===== src/design/button_press_duration_classifier_core_defines.svh =====
// Assertion macros for the button press duration classifier.
// Used by the core; the macros reference clk and rst_n of the including module.
`ifndef BUTTON_PRESS_DURATION_CLASSIFIER_CORE_DEFINES_SVH
`define BUTTON_PRESS_DURATION_CLASSIFIER_CORE_DEFINES_SVH

`ifndef SYNTHESIS
// cond holds at every clock edge out of reset
`define BPDC_ASSERT_ALWAYS(label, cond) \
  label: assert property (@(posedge clk) disable iff (!rst_n) (cond)) \
    else $error("assertion failed");
// ante implies cons in the same cycle
`define BPDC_ASSERT_IMP(label, ante, cons) \
  label: assert property (@(posedge clk) disable iff (!rst_n) (ante) |-> (cons)) \
    else $error("assertion failed");
// ante implies cons in the next cycle
`define BPDC_ASSERT_NEXT(label, ante, cons) \
  label: assert property (@(posedge clk) disable iff (!rst_n) (ante) |=> (cons)) \
    else $error("assertion failed");
`else
`define BPDC_ASSERT_ALWAYS(label, cond)
`define BPDC_ASSERT_IMP(label, ante, cons)
`define BPDC_ASSERT_NEXT(label, ante, cons)
`endif

`endif


===== src/design/bpdc_pkg.sv =====
// Shared types and constants of the button press duration classifier.
// No dependencies; imported by the core.
package bpdc_pkg;

  // event codes
  localparam logic [2:0] EV_DOWN   = 3'd0;
  localparam logic [2:0] EV_UP     = 3'd1;
  localparam logic [2:0] EV_PRESS  = 3'd2;
  localparam logic [2:0] EV_LONG   = 3'd3;
  localparam logic [2:0] EV_ULTRA  = 3'd4;
  localparam logic [2:0] EV_SINGLE = 3'd5;
  localparam logic [2:0] EV_DOUBLE = 3'd6;

  // configuration register indexes
  localparam int CFG_IDX_W = 3;
  localparam int CFG_DATA_W = 16;
  localparam logic [CFG_IDX_W-1:0] REG_SHORT  = 3'd0;
  localparam logic [CFG_IDX_W-1:0] REG_REPEAT = 3'd1;
  localparam logic [CFG_IDX_W-1:0] REG_LONG   = 3'd2;
  localparam logic [CFG_IDX_W-1:0] REG_ULTRA  = 3'd3;
  localparam logic [CFG_IDX_W-1:0] REG_WINDOW = 3'd4;
  localparam logic [CFG_IDX_W-1:0] REG_KEY    = 3'd5;

  // results per tick and the saturated hold count
  localparam logic [3:0]  MAX_RESULTS = 4'd9;
  localparam logic [15:0] HOLD_MAX    = 16'hFFFF;

  // one event: button and code
  typedef struct packed {
    logic [1:0] btn;
    logic [2:0] code;
  } evt_t;

endpackage


===== src/design/button_press_duration_classifier_core.sv =====
// Button press duration classifier: per-button hold/repeat counters, event sequencer.
// Depends on bpdc_pkg and button_press_duration_classifier_core_defines.svh.
//
// One input transaction is one scan tick carrying the active-low button levels.
// A small sequencer walks the double-press window and then the buttons one at a
// time, sharing a single 16-bit compare unit for every threshold test, and emits
// the tick's events (at most nine, the final one flagged by out_tlast) through a
// one-deep pending stage and an output register. A tick walks the window state,
// per button the update state and the press states (held) or release states plus
// DOUBLE on a double press, and the flush state; emitting states wait while the
// output is held off by out_tready, and the input is not ready during that walk.
`include "button_press_duration_classifier_core_defines.svh"

module button_press_duration_classifier_core #(
  parameter int NUM_BUTTONS = 4
) (
  input  logic                                 clk,
  input  logic                                 rst_n,
  // in_tdata: pin_levels[NUM_BUTTONS-1:0], zero padded to whole bytes
  input  logic [((NUM_BUTTONS+7)/8)*8-1:0]     in_tdata,
  input  logic                                 in_tvalid,
  output logic                                 in_tready,
  // out_tdata: button_index[1:0], event_code[4:2], zeros above
  output logic [7:0]                           out_tdata,
  output logic                                 out_tvalid,
  input  logic                                 out_tready,
  output logic                                 out_tlast,
  input  logic                                 cfg_we,
  input  logic [bpdc_pkg::CFG_IDX_W-1:0]       cfg_index,
  input  logic [bpdc_pkg::CFG_DATA_W-1:0]      cfg_wdata
);
  import bpdc_pkg::*;

  localparam int IDX_W = (NUM_BUTTONS > 1) ? $clog2(NUM_BUTTONS) : 1;
  localparam int KEY_W = (IDX_W > 2) ? IDX_W : 2;
  localparam logic [IDX_W-1:0] LAST_IDX = IDX_W'(NUM_BUTTONS - 1);

  // sequencer states
  localparam logic [3:0] ST_IDLE  = 4'd0;
  localparam logic [3:0] ST_WIN   = 4'd1;
  localparam logic [3:0] ST_BTN   = 4'd2;
  localparam logic [3:0] ST_P1    = 4'd3;
  localparam logic [3:0] ST_P2    = 4'd4;
  localparam logic [3:0] ST_P3    = 4'd5;
  localparam logic [3:0] ST_R0    = 4'd6;
  localparam logic [3:0] ST_R1    = 4'd7;
  localparam logic [3:0] ST_R2    = 4'd8;
  localparam logic [3:0] ST_NEXT  = 4'd9;
  localparam logic [3:0] ST_FLUSH = 4'd10;

  // configuration registers
  logic [7:0]  short_r, repeat_r, window_r;
  logic [15:0] long_r, ultra_r;
  logic [1:0]  key_r;

  // per-button and window state
  logic [15:0] hold_r  [NUM_BUTTONS];
  logic [15:0] hold_nxt[NUM_BUTTONS];
  logic [7:0]  phase_r  [NUM_BUTTONS];
  logic [7:0]  phase_nxt[NUM_BUTTONS];
  logic        await_r, await_nxt;
  logic [7:0]  wc_r, wc_nxt;

  // sequencer and working registers
  logic [3:0]             state_r, state_nxt;
  logic [IDX_W-1:0]       idx_r, idx_nxt;
  logic [NUM_BUTTONS-1:0] levels_r, levels_nxt;
  logic [15:0]            hw_r, hw_nxt;
  logic                   rose_r, rose_nxt;
  logic                   down_r, down_nxt;
  logic                   ges_r, ges_nxt;
  logic [3:0]             cnt_r, cnt_nxt;

  // pending event and output register
  evt_t pend_r, pend_nxt;
  logic pend_v_r, pend_v_nxt;
  evt_t out_evt_r, out_evt_nxt;
  logic out_valid_r, out_valid_nxt;
  logic out_last_r, out_last_nxt;

  // shared compare unit
  logic [15:0] cmp_a, cmp_b;
  logic        cmp_eq, cmp_lt;

  logic        out_free;
  logic        emit_v;
  evt_t        emit_e;
  logic        pressed;
  logic        key_hit;
  logic [15:0] cur_h;
  logic [7:0]  cur_ph;
  logic [7:0]  ph_inc;
  logic [7:0]  wc_inc;

  assign cmp_eq = (cmp_a == cmp_b);
  assign cmp_lt = (cmp_a < cmp_b);

  assign out_free = !out_valid_r || out_tready;
  assign pressed  = !levels_r[idx_r];
  assign key_hit  = (KEY_W'(idx_r) == KEY_W'(key_r));
  assign cur_h    = hold_r[idx_r];
  assign cur_ph   = phase_r[idx_r];
  assign ph_inc   = cur_ph + 8'd1;
  assign wc_inc   = wc_r + 8'd1;

  // sequencer
  always_comb begin
    state_nxt     = state_r;
    idx_nxt       = idx_r;
    levels_nxt    = levels_r;
    hw_nxt        = hw_r;
    rose_nxt      = rose_r;
    down_nxt      = down_r;
    ges_nxt       = ges_r;
    cnt_nxt       = cnt_r;
    hold_nxt      = hold_r;
    phase_nxt     = phase_r;
    await_nxt     = await_r;
    wc_nxt        = wc_r;
    pend_nxt      = pend_r;
    pend_v_nxt    = pend_v_r;
    out_evt_nxt   = out_evt_r;
    out_last_nxt  = out_last_r;
    out_valid_nxt = out_valid_r && !out_tready;
    emit_v        = 1'b0;
    emit_e        = '{btn: 2'(idx_r), code: EV_DOWN};
    cmp_a         = hw_r;
    cmp_b         = {8'd0, short_r};

    case (state_r)
      ST_IDLE: begin
        if (in_tvalid) begin
          levels_nxt = in_tdata[NUM_BUTTONS-1:0];
          cnt_nxt    = '0;
          state_nxt  = ST_WIN;
        end
      end
      // window expiry comes before the buttons
      ST_WIN: begin
        cmp_a = {8'd0, wc_inc};
        cmp_b = {8'd0, window_r};
        if (!await_r) begin
          idx_nxt   = '0;
          state_nxt = ST_BTN;
        end else if (out_free) begin
          if (!cmp_lt) begin
            emit_v    = 1'b1;
            emit_e    = '{btn: key_r, code: EV_SINGLE};
            await_nxt = 1'b0;
            wc_nxt    = '0;
          end else begin
            wc_nxt = wc_inc;
          end
          idx_nxt   = '0;
          state_nxt = ST_BTN;
        end
      end
      // counter update; repeat phase test
      ST_BTN: begin
        cmp_a = {8'd0, ph_inc};
        cmp_b = {8'd0, repeat_r};
        if (pressed) begin
          rose_nxt = (cur_h != HOLD_MAX);
          hw_nxt   = (cur_h != HOLD_MAX) ? cur_h + 16'd1 : cur_h;
          down_nxt = !cmp_lt;
          hold_nxt[idx_r]  = (cur_h != HOLD_MAX) ? cur_h + 16'd1 : cur_h;
          phase_nxt[idx_r] = cmp_lt ? ph_inc : 8'd0;
          state_nxt = ST_P1;
        end else if (cur_h != 16'd0) begin
          hw_nxt = cur_h;
          hold_nxt[idx_r]  = '0;
          phase_nxt[idx_r] = '0;
          state_nxt = ST_R0;
        end else begin
          state_nxt = ST_NEXT;
        end
      end
      ST_P1: begin
        cmp_b = {8'd0, short_r};
        if (out_free) begin
          if (down_r || (rose_r && cmp_eq)) begin
            emit_v = 1'b1;
            emit_e = '{btn: 2'(idx_r), code: EV_DOWN};
          end
          state_nxt = ST_P2;
        end
      end
      ST_P2: begin
        cmp_b = long_r;
        if (out_free) begin
          if (rose_r && cmp_eq) begin
            emit_v = 1'b1;
            emit_e = '{btn: 2'(idx_r), code: EV_LONG};
          end
          state_nxt = ST_P3;
        end
      end
      ST_P3: begin
        cmp_b = ultra_r;
        if (out_free) begin
          if (rose_r && cmp_eq) begin
            emit_v = 1'b1;
            emit_e = '{btn: 2'(idx_r), code: EV_ULTRA};
          end
          state_nxt = ST_NEXT;
        end
      end
      // release: hold at least short gives UP
      ST_R0: begin
        cmp_b = {8'd0, short_r};
        if (out_free) begin
          ges_nxt = !cmp_lt;
          if (!cmp_lt) begin
            emit_v = 1'b1;
            emit_e = '{btn: 2'(idx_r), code: EV_UP};
          end
          state_nxt = ST_R1;
        end
      end
      // below long as well gives PRESS, which for the key button drives the double-press window
      ST_R1: begin
        cmp_b = long_r;
        if (out_free) begin
          state_nxt = ST_NEXT;
          if (ges_r && cmp_lt) begin
            emit_v = 1'b1;
            emit_e = '{btn: 2'(idx_r), code: EV_PRESS};
            if (key_hit) begin
              wc_nxt = '0;
              if (await_r) begin
                await_nxt = 1'b0;
                state_nxt = ST_R2;
              end else begin
                await_nxt = 1'b1;
              end
            end
          end
        end
      end
      ST_R2: begin
        if (out_free) begin
          emit_v    = 1'b1;
          emit_e    = '{btn: 2'(idx_r), code: EV_DOUBLE};
          state_nxt = ST_NEXT;
        end
      end
      ST_NEXT: begin
        if (idx_r == LAST_IDX) begin
          state_nxt = ST_FLUSH;
        end else begin
          idx_nxt   = idx_r + 1'b1;
          state_nxt = ST_BTN;
        end
      end
      // the held-back event is the final one of the tick
      ST_FLUSH: begin
        if (!pend_v_r) begin
          state_nxt = ST_IDLE;
        end else if (out_free) begin
          out_valid_nxt = 1'b1;
          out_evt_nxt   = pend_r;
          out_last_nxt  = 1'b1;
          pend_v_nxt    = 1'b0;
          state_nxt     = ST_IDLE;
        end
      end
      default: begin
        state_nxt = ST_IDLE;
      end
    endcase

    // below MAX_RESULTS, a new event goes to pending; the older pending one moves out
    if (emit_v && (cnt_r < MAX_RESULTS)) begin
      if (pend_v_r) begin
        out_valid_nxt = 1'b1;
        out_evt_nxt   = pend_r;
        out_last_nxt  = 1'b0;
      end
      pend_nxt   = emit_e;
      pend_v_nxt = 1'b1;
      cnt_nxt    = cnt_r + 4'd1;
    end
  end

  // control and state registers
  always_ff @(posedge clk) begin
    if (!rst_n) begin
      state_r     <= ST_IDLE;
      idx_r       <= '0;
      cnt_r       <= '0;
      pend_v_r    <= 1'b0;
      out_valid_r <= 1'b0;
      await_r     <= 1'b0;
      wc_r        <= '0;
      for (int i = 0; i < NUM_BUTTONS; i++) begin
        hold_r[i]  <= '0;
        phase_r[i] <= '0;
      end
    end else begin
      state_r     <= state_nxt;
      idx_r       <= idx_nxt;
      cnt_r       <= cnt_nxt;
      pend_v_r    <= pend_v_nxt;
      out_valid_r <= out_valid_nxt;
      await_r     <= await_nxt;
      wc_r        <= wc_nxt;
      hold_r      <= hold_nxt;
      phase_r     <= phase_nxt;
    end
  end

  // payload registers
  always_ff @(posedge clk) begin
    levels_r   <= levels_nxt;
    hw_r       <= hw_nxt;
    rose_r     <= rose_nxt;
    down_r     <= down_nxt;
    ges_r      <= ges_nxt;
    pend_r     <= pend_nxt;
    out_evt_r  <= out_evt_nxt;
    out_last_r <= out_last_nxt;
  end

  // configuration writes
  always_ff @(posedge clk) begin
    if (!rst_n) begin
      short_r  <= 8'd4;
      repeat_r <= 8'd20;
      long_r   <= 16'd200;
      ultra_r  <= 16'd500;
      window_r <= 8'd40;
      key_r    <= 2'd0;
    end else if (cfg_we) begin
      case (cfg_index)
        REG_SHORT:  short_r  <= cfg_wdata[7:0];
        REG_REPEAT: repeat_r <= cfg_wdata[7:0];
        REG_LONG:   long_r   <= cfg_wdata;
        REG_ULTRA:  ultra_r  <= cfg_wdata;
        REG_WINDOW: window_r <= cfg_wdata[7:0];
        REG_KEY:    key_r    <= cfg_wdata[1:0];
        default: ;
      endcase
    end
  end

  assign in_tready  = (state_r == ST_IDLE);
  assign out_tvalid = out_valid_r;
  assign out_tlast  = out_last_r;
  assign out_tdata  = {3'd0, out_evt_r.code, out_evt_r.btn};

  // checks
  `BPDC_ASSERT_IMP(a_idle_no_pending, state_r == ST_IDLE, !pend_v_r)
  `BPDC_ASSERT_ALWAYS(a_cnt_bound, cnt_r <= MAX_RESULTS)
  `BPDC_ASSERT_NEXT(a_accept_starts, in_tvalid && in_tready, state_r == ST_WIN && cnt_r == 4'd0)
  `BPDC_ASSERT_IMP(a_window_closed_zero, !await_r, wc_r == 8'd0)
  `BPDC_ASSERT_IMP(a_pending_means_emitted, pend_v_r, cnt_r != 4'd0)

endmodule

===== config.mk =====
export PLATFORM = sky130hd
export DESIGN_NAME = button_press_duration_classifier_core
export DESIGN_NICKNAME = d
export VERILOG_FILES = /design/src/design/bpdc_pkg.sv /design/src/design/button_press_duration_classifier_core.sv
export VERILOG_INCLUDE_DIRS = /design/src /design/src/design
export SDC_FILE = /design/constraint.sdc
export NUM_CORES = 1
export LEC_CHECK = 0
export BUFFER_PORTS_ARGS = -buffer_cell sky130_fd_sc_hd__buf_4
export CORE_MARGIN = 1
export CORE_UTILIZATION = 30
export DETAILED_ROUTE_END_ITERATION = 8
export HOLD_SLACK_MARGIN = 0.03
export SYNTH_ARGS = -nofsm -noshare
export SYNTH_HDL_FRONTEND = slang
export SYNTH_SLANG_ARGS = --single-unit

===== constraint.sdc =====
create_clock -name clk -period 4.8 [get_ports clk]
set_input_delay 0.24 -clock clk [delete_from_list [all_inputs] [get_ports clk]]
set_output_delay 0.24 -clock clk [all_outputs]
set_load 0.05 [all_outputs]

==> reports/summary.log <==
INFO  status         run_status=complete, no violations
INFO  critical_path  cp_data_arrival_time=4890ps
INFO  critical_path  element_type_at_the_critical_path_end=flop
INFO  route          drt_wl_total=28300um
INFO  critical_path  critical_path_cell_count=16
INFO  sta            timing.final.max_slew_violations=0
INFO  sta            grt_setup_unrepaired=no
INFO  synth          synth_async_sr_flop_share=0%
INFO  place          dp_hpwl=19600um
INFO  critical_path  crit_buf_inv=2
INFO  global_routing grt_max_degree=68
INFO  global_routing overflow=0
INFO  synth          synth_top_cell_by_area=sky130_fd_sc_hd__dfxtp_1
INFO  power          p_leak=4.41nW
INFO  sta            final-setup-viol-count=0
INFO  global_routing globalRouteTotalUtil=16.5%
INFO  sta            timing.slew.headroom=27.9%
INFO  sta            worst_pin_slew=1080ps
INFO  synth          synthDistinctLibCells=62
INFO  cells_and_area antenna_diode_count=0
INFO  cts            worst_skew_pair.late_latency=520ps
INFO  route          routed_via_density=5.23
INFO  critical_path  critPathKind=flop to flop
INFO  place          detailed_place.area=0.0110sqmm
INFO  sta            timing.clock.skew=20.7ps
INFO  place          place.port_buffers=35
INFO  cts            clock_tree_from_tritoncts=done
INFO  power          design_power_total=4.87mW
INFO  die            row_count=66
INFO  route          dr.max_layer_used=met4
INFO  route          dr_wl_met2=13200um
INFO  cts            cts.reportedPaths.clkPinSlew=60ps
INFO  synth          synth-seq-cells=209
INFO  synth          seq_area_frac_synth=44.8%
INFO  synth          synth.area.top_cells=sky130_fd_sc_hd__dfxtp_1 35%, sky130_fd_sc_hd__nand2_1 11%, sky130_fd_sc_hd__edfxtp_1 10%
INFO  die            start_util=30.8%
INFO  route          wl_met3=1700um
INFO  sta            max_clock_freq=0.224GHz
INFO  synth          avgSynthCellArea=8.71squm
INFO  cts            clock_tree.buffer_depth=3
INFO  die            design.die.area=0.0344sqmm
INFO  place          gpl.final_weighted_congestion=0.863
INFO  synth          synth_area=0.0101sqmm
INFO  synth          syn_inst_count=1159
INFO  synth          netlist.area_leader.share=34.7%
INFO  die            num_io_pins=43
INFO  critical_path  ff2ff_path_depth=16
INFO  cells_and_area flow.area_growth_from_synthesis=18.2%
INFO  sta            post-route-period-util=93.0%
INFO  global_routing grt_first_pass_wirelength=45300um
INFO  route          drc=0
INFO  critical_path  cp-start-kind=flop
INFO  critical_path  cpMaxStageDelayCell=sky130_fd_sc_hd__mux4_2
INFO  die            coreArea=0.0328sqmm
INFO  route          wire_per_inst=16.9um
INFO  cells_and_area drive_gt1_share=12.8%
INFO  cts            cts_sinks=209
INFO  synth          synth-main-ff-cell=sky130_fd_sc_hd__dfxtp_1
INFO  route          drt_first_iter_violations=648
INFO  route          route.vias.total=8749
INFO  global_routing grt_antenna_before_repair=0
INFO  critical_path  critical_path_peak_fanout=12
INFO  die            die_w=185um
INFO  critical_path  critical-path-top-delay-family=simple AND/OR/NAND/NOR gates
INFO  cts            ctsRootBufferMaster=sky130_fd_sc_hd__clkbuf_16
INFO  power          p_per_area=408mW/mm^2
INFO  sta            tns=0ps
INFO  die            dieHeight=185um
INFO  cts            cts-buffers-inserted=24
INFO  route          wire_length_on_met1=12800um
INFO  route          drtAntennaViolNets=0
INFO  sta            hold_viol=0
INFO  route          detail_route.first_pass.iterations=8
INFO  sta            period_needed=4460ps
INFO  cells_and_area final_nets=1274
INFO  critical_path  timing.critical_path.cells=mux4_2, ha_1, and3_1, nand3_1, xor2_1, o21ai_0, ha_1, nand2_1, o21ai_0, a221oi_1, and3_1, buf_4, nand3_1, o31ai_1, buf_4, mux2i_1
INFO  power          ir_worst_vdd=254uV
INFO  job            cap_viol_max_count=0
INFO  critical_path  slowest_delay=610ps
INFO  cells_and_area final_design_area_no_fill=0.0119sqmm
INFO  synth          synth_edf_count=34
INFO  min_path       min_path_type=input port to flop
INFO  cts            cts-resized-gates=0
INFO  cts            htreeDepth=1
INFO  critical_path  worst_ep_required_time=5230ps
INFO  min_path       hold-path-cell-count=3
INFO  synth          yosys_warnings=0
INFO  global_routing first_global_vias=8453
-- worst reg2reg max path: stages (launching register included) --
cell and delay (ps):
sky130_fd_sc_hd__dfxtp_2 560, sky130_fd_sc_hd__mux4_2 620, sky130_fd_sc_hd__ha_1 230, sky130_fd_sc_hd__and3_1 180, sky130_fd_sc_hd__nand3_1 100, sky130_fd_sc_hd__xor2_1 250
sky130_fd_sc_hd__o21ai_0 170, sky130_fd_sc_hd__ha_1 330, sky130_fd_sc_hd__nand2_1 80, sky130_fd_sc_hd__o21ai_0 100, sky130_fd_sc_hd__a221oi_1 280, sky130_fd_sc_hd__and3_1 480
sky130_fd_sc_hd__buf_4 240, sky130_fd_sc_hd__nand3_1 100, sky130_fd_sc_hd__o31ai_1 230, sky130_fd_sc_hd__buf_4 220, sky130_fd_sc_hd__mux2i_1 220
-- logic make-up after synthesis --
logic type,Yosys count,share of synthesized area (%)
simple gates,501,21.9
compound gates,259,16.2
flops,209,44.8
buf+inv,87,3.52
mux,44,7.54
xor+xnor,32,2.78
fa+ha+maj,26,3.22
other cells,1,0.0372
-- cell usage after synthesis, drive strengths merged (14+ instances only) --
master / instances
and3: 15
buf: 21
inv: 20
clkbuf: 46
o21ai: 63
a22oi: 16
mux4: 25
edfxtp: 34
nand2: 300
nand3: 38
nor3: 14
o22ai: 22
ha: 26
xor2: 19
dfxtp: 175
nor2: 64
a21oi: 88
-- repair_timing --
action,in CTS,in global routing
hold endpoints to repair,60,0
buffers inserted,0,0
hold buffers,20,0
-- path summary, 6_finish.rpt --
path / slack (ps) / end / from
min reg2reg: 450 / hold_r[11] / hold_r[11]
max: 340 / wc_r[7] / idx_r[0]
min: 180 / pend_r[1] / out_tready
max reg2reg: 340 / wc_r[7] / idx_r[0]
-- power by group --
group	leakage, nW	switching [mW]	internal [mW]
clock	0.382	0.716	1.06
combinational	2.30	0.748	0.406
sequential	1.72	0.0722	1.87
-- layout make-up --
| class | instances | area (sq um) |
|---|---|---|
| Tap cell | 442 | 553 |
| Clock inverter | 4 | 21.3 |
| Clock buffer | 38 | 744 |
| Multi-Input combinational cell | 865 | 5230 |
| Inverter | 20 | 75.1 |
| Timing Repair Buffer | 96 | 771 |
| Sequential cell | 209 | 4530 |
| Fill cell | 3315 | 20900 |
-- flip-flops by register name, summed over array words and instances (netlist names), 2 cells and up, named ones only --
register  cells
state_r       4
hw_r         16
levels_r      4
repeat_r      8
short_r       8
phase_r      32
idx_r         2
window_r      8
hold_r       64
long_r       16
ultra_r      16
wc_r          8
pend_r        5
cnt_r         4
key_r         2
-- layer usage --
metal / vias up / GRT usage [%]
met5: - / 0
met4: 0 / 4.66
met3: 49 / 2.73
met2: 272 / 27.3
met1: 4191 / 22.1
li1: 4237 / -
-- layout by cell type, fill, tap and decap left out, drive strengths merged, types with 14 or more instances in the layout --
master	synthesis	layout
dlygate4sd3	0	20
edfxtp	34	34
mux4	25	25
clkbuf	46	38
o22ai	22	22
ha	26	26
nand2	300	300
o21ai	63	63
and3	15	15
nor2	64	64
dfxtp	175	175
nand3	38	38
a21oi	88	88
inv	20	21
a22oi	16	16
xor2	19	19
nor3	14	14
buf	21	76
-- through the flow --
| step | setup WS [ps] | util (%) | hold slack (ps) | std cells |
|---|---|---|---|---|
| final | 336 | 36.4 | 177 | 1674 |
| after global routing | 70.9 | 36.4 | 198 | 1674 |
| after CTS | 316 | 36.4 | 168 | 1674 |
| after detailed placement | 363 | 33.4 | 420 | 1612 |
| after global placement | 407 | 33.4 | 420 | 1612 |
| after floorplan | 249 | - | 339 | 1161 |
(Power assumes the default switching activity.)
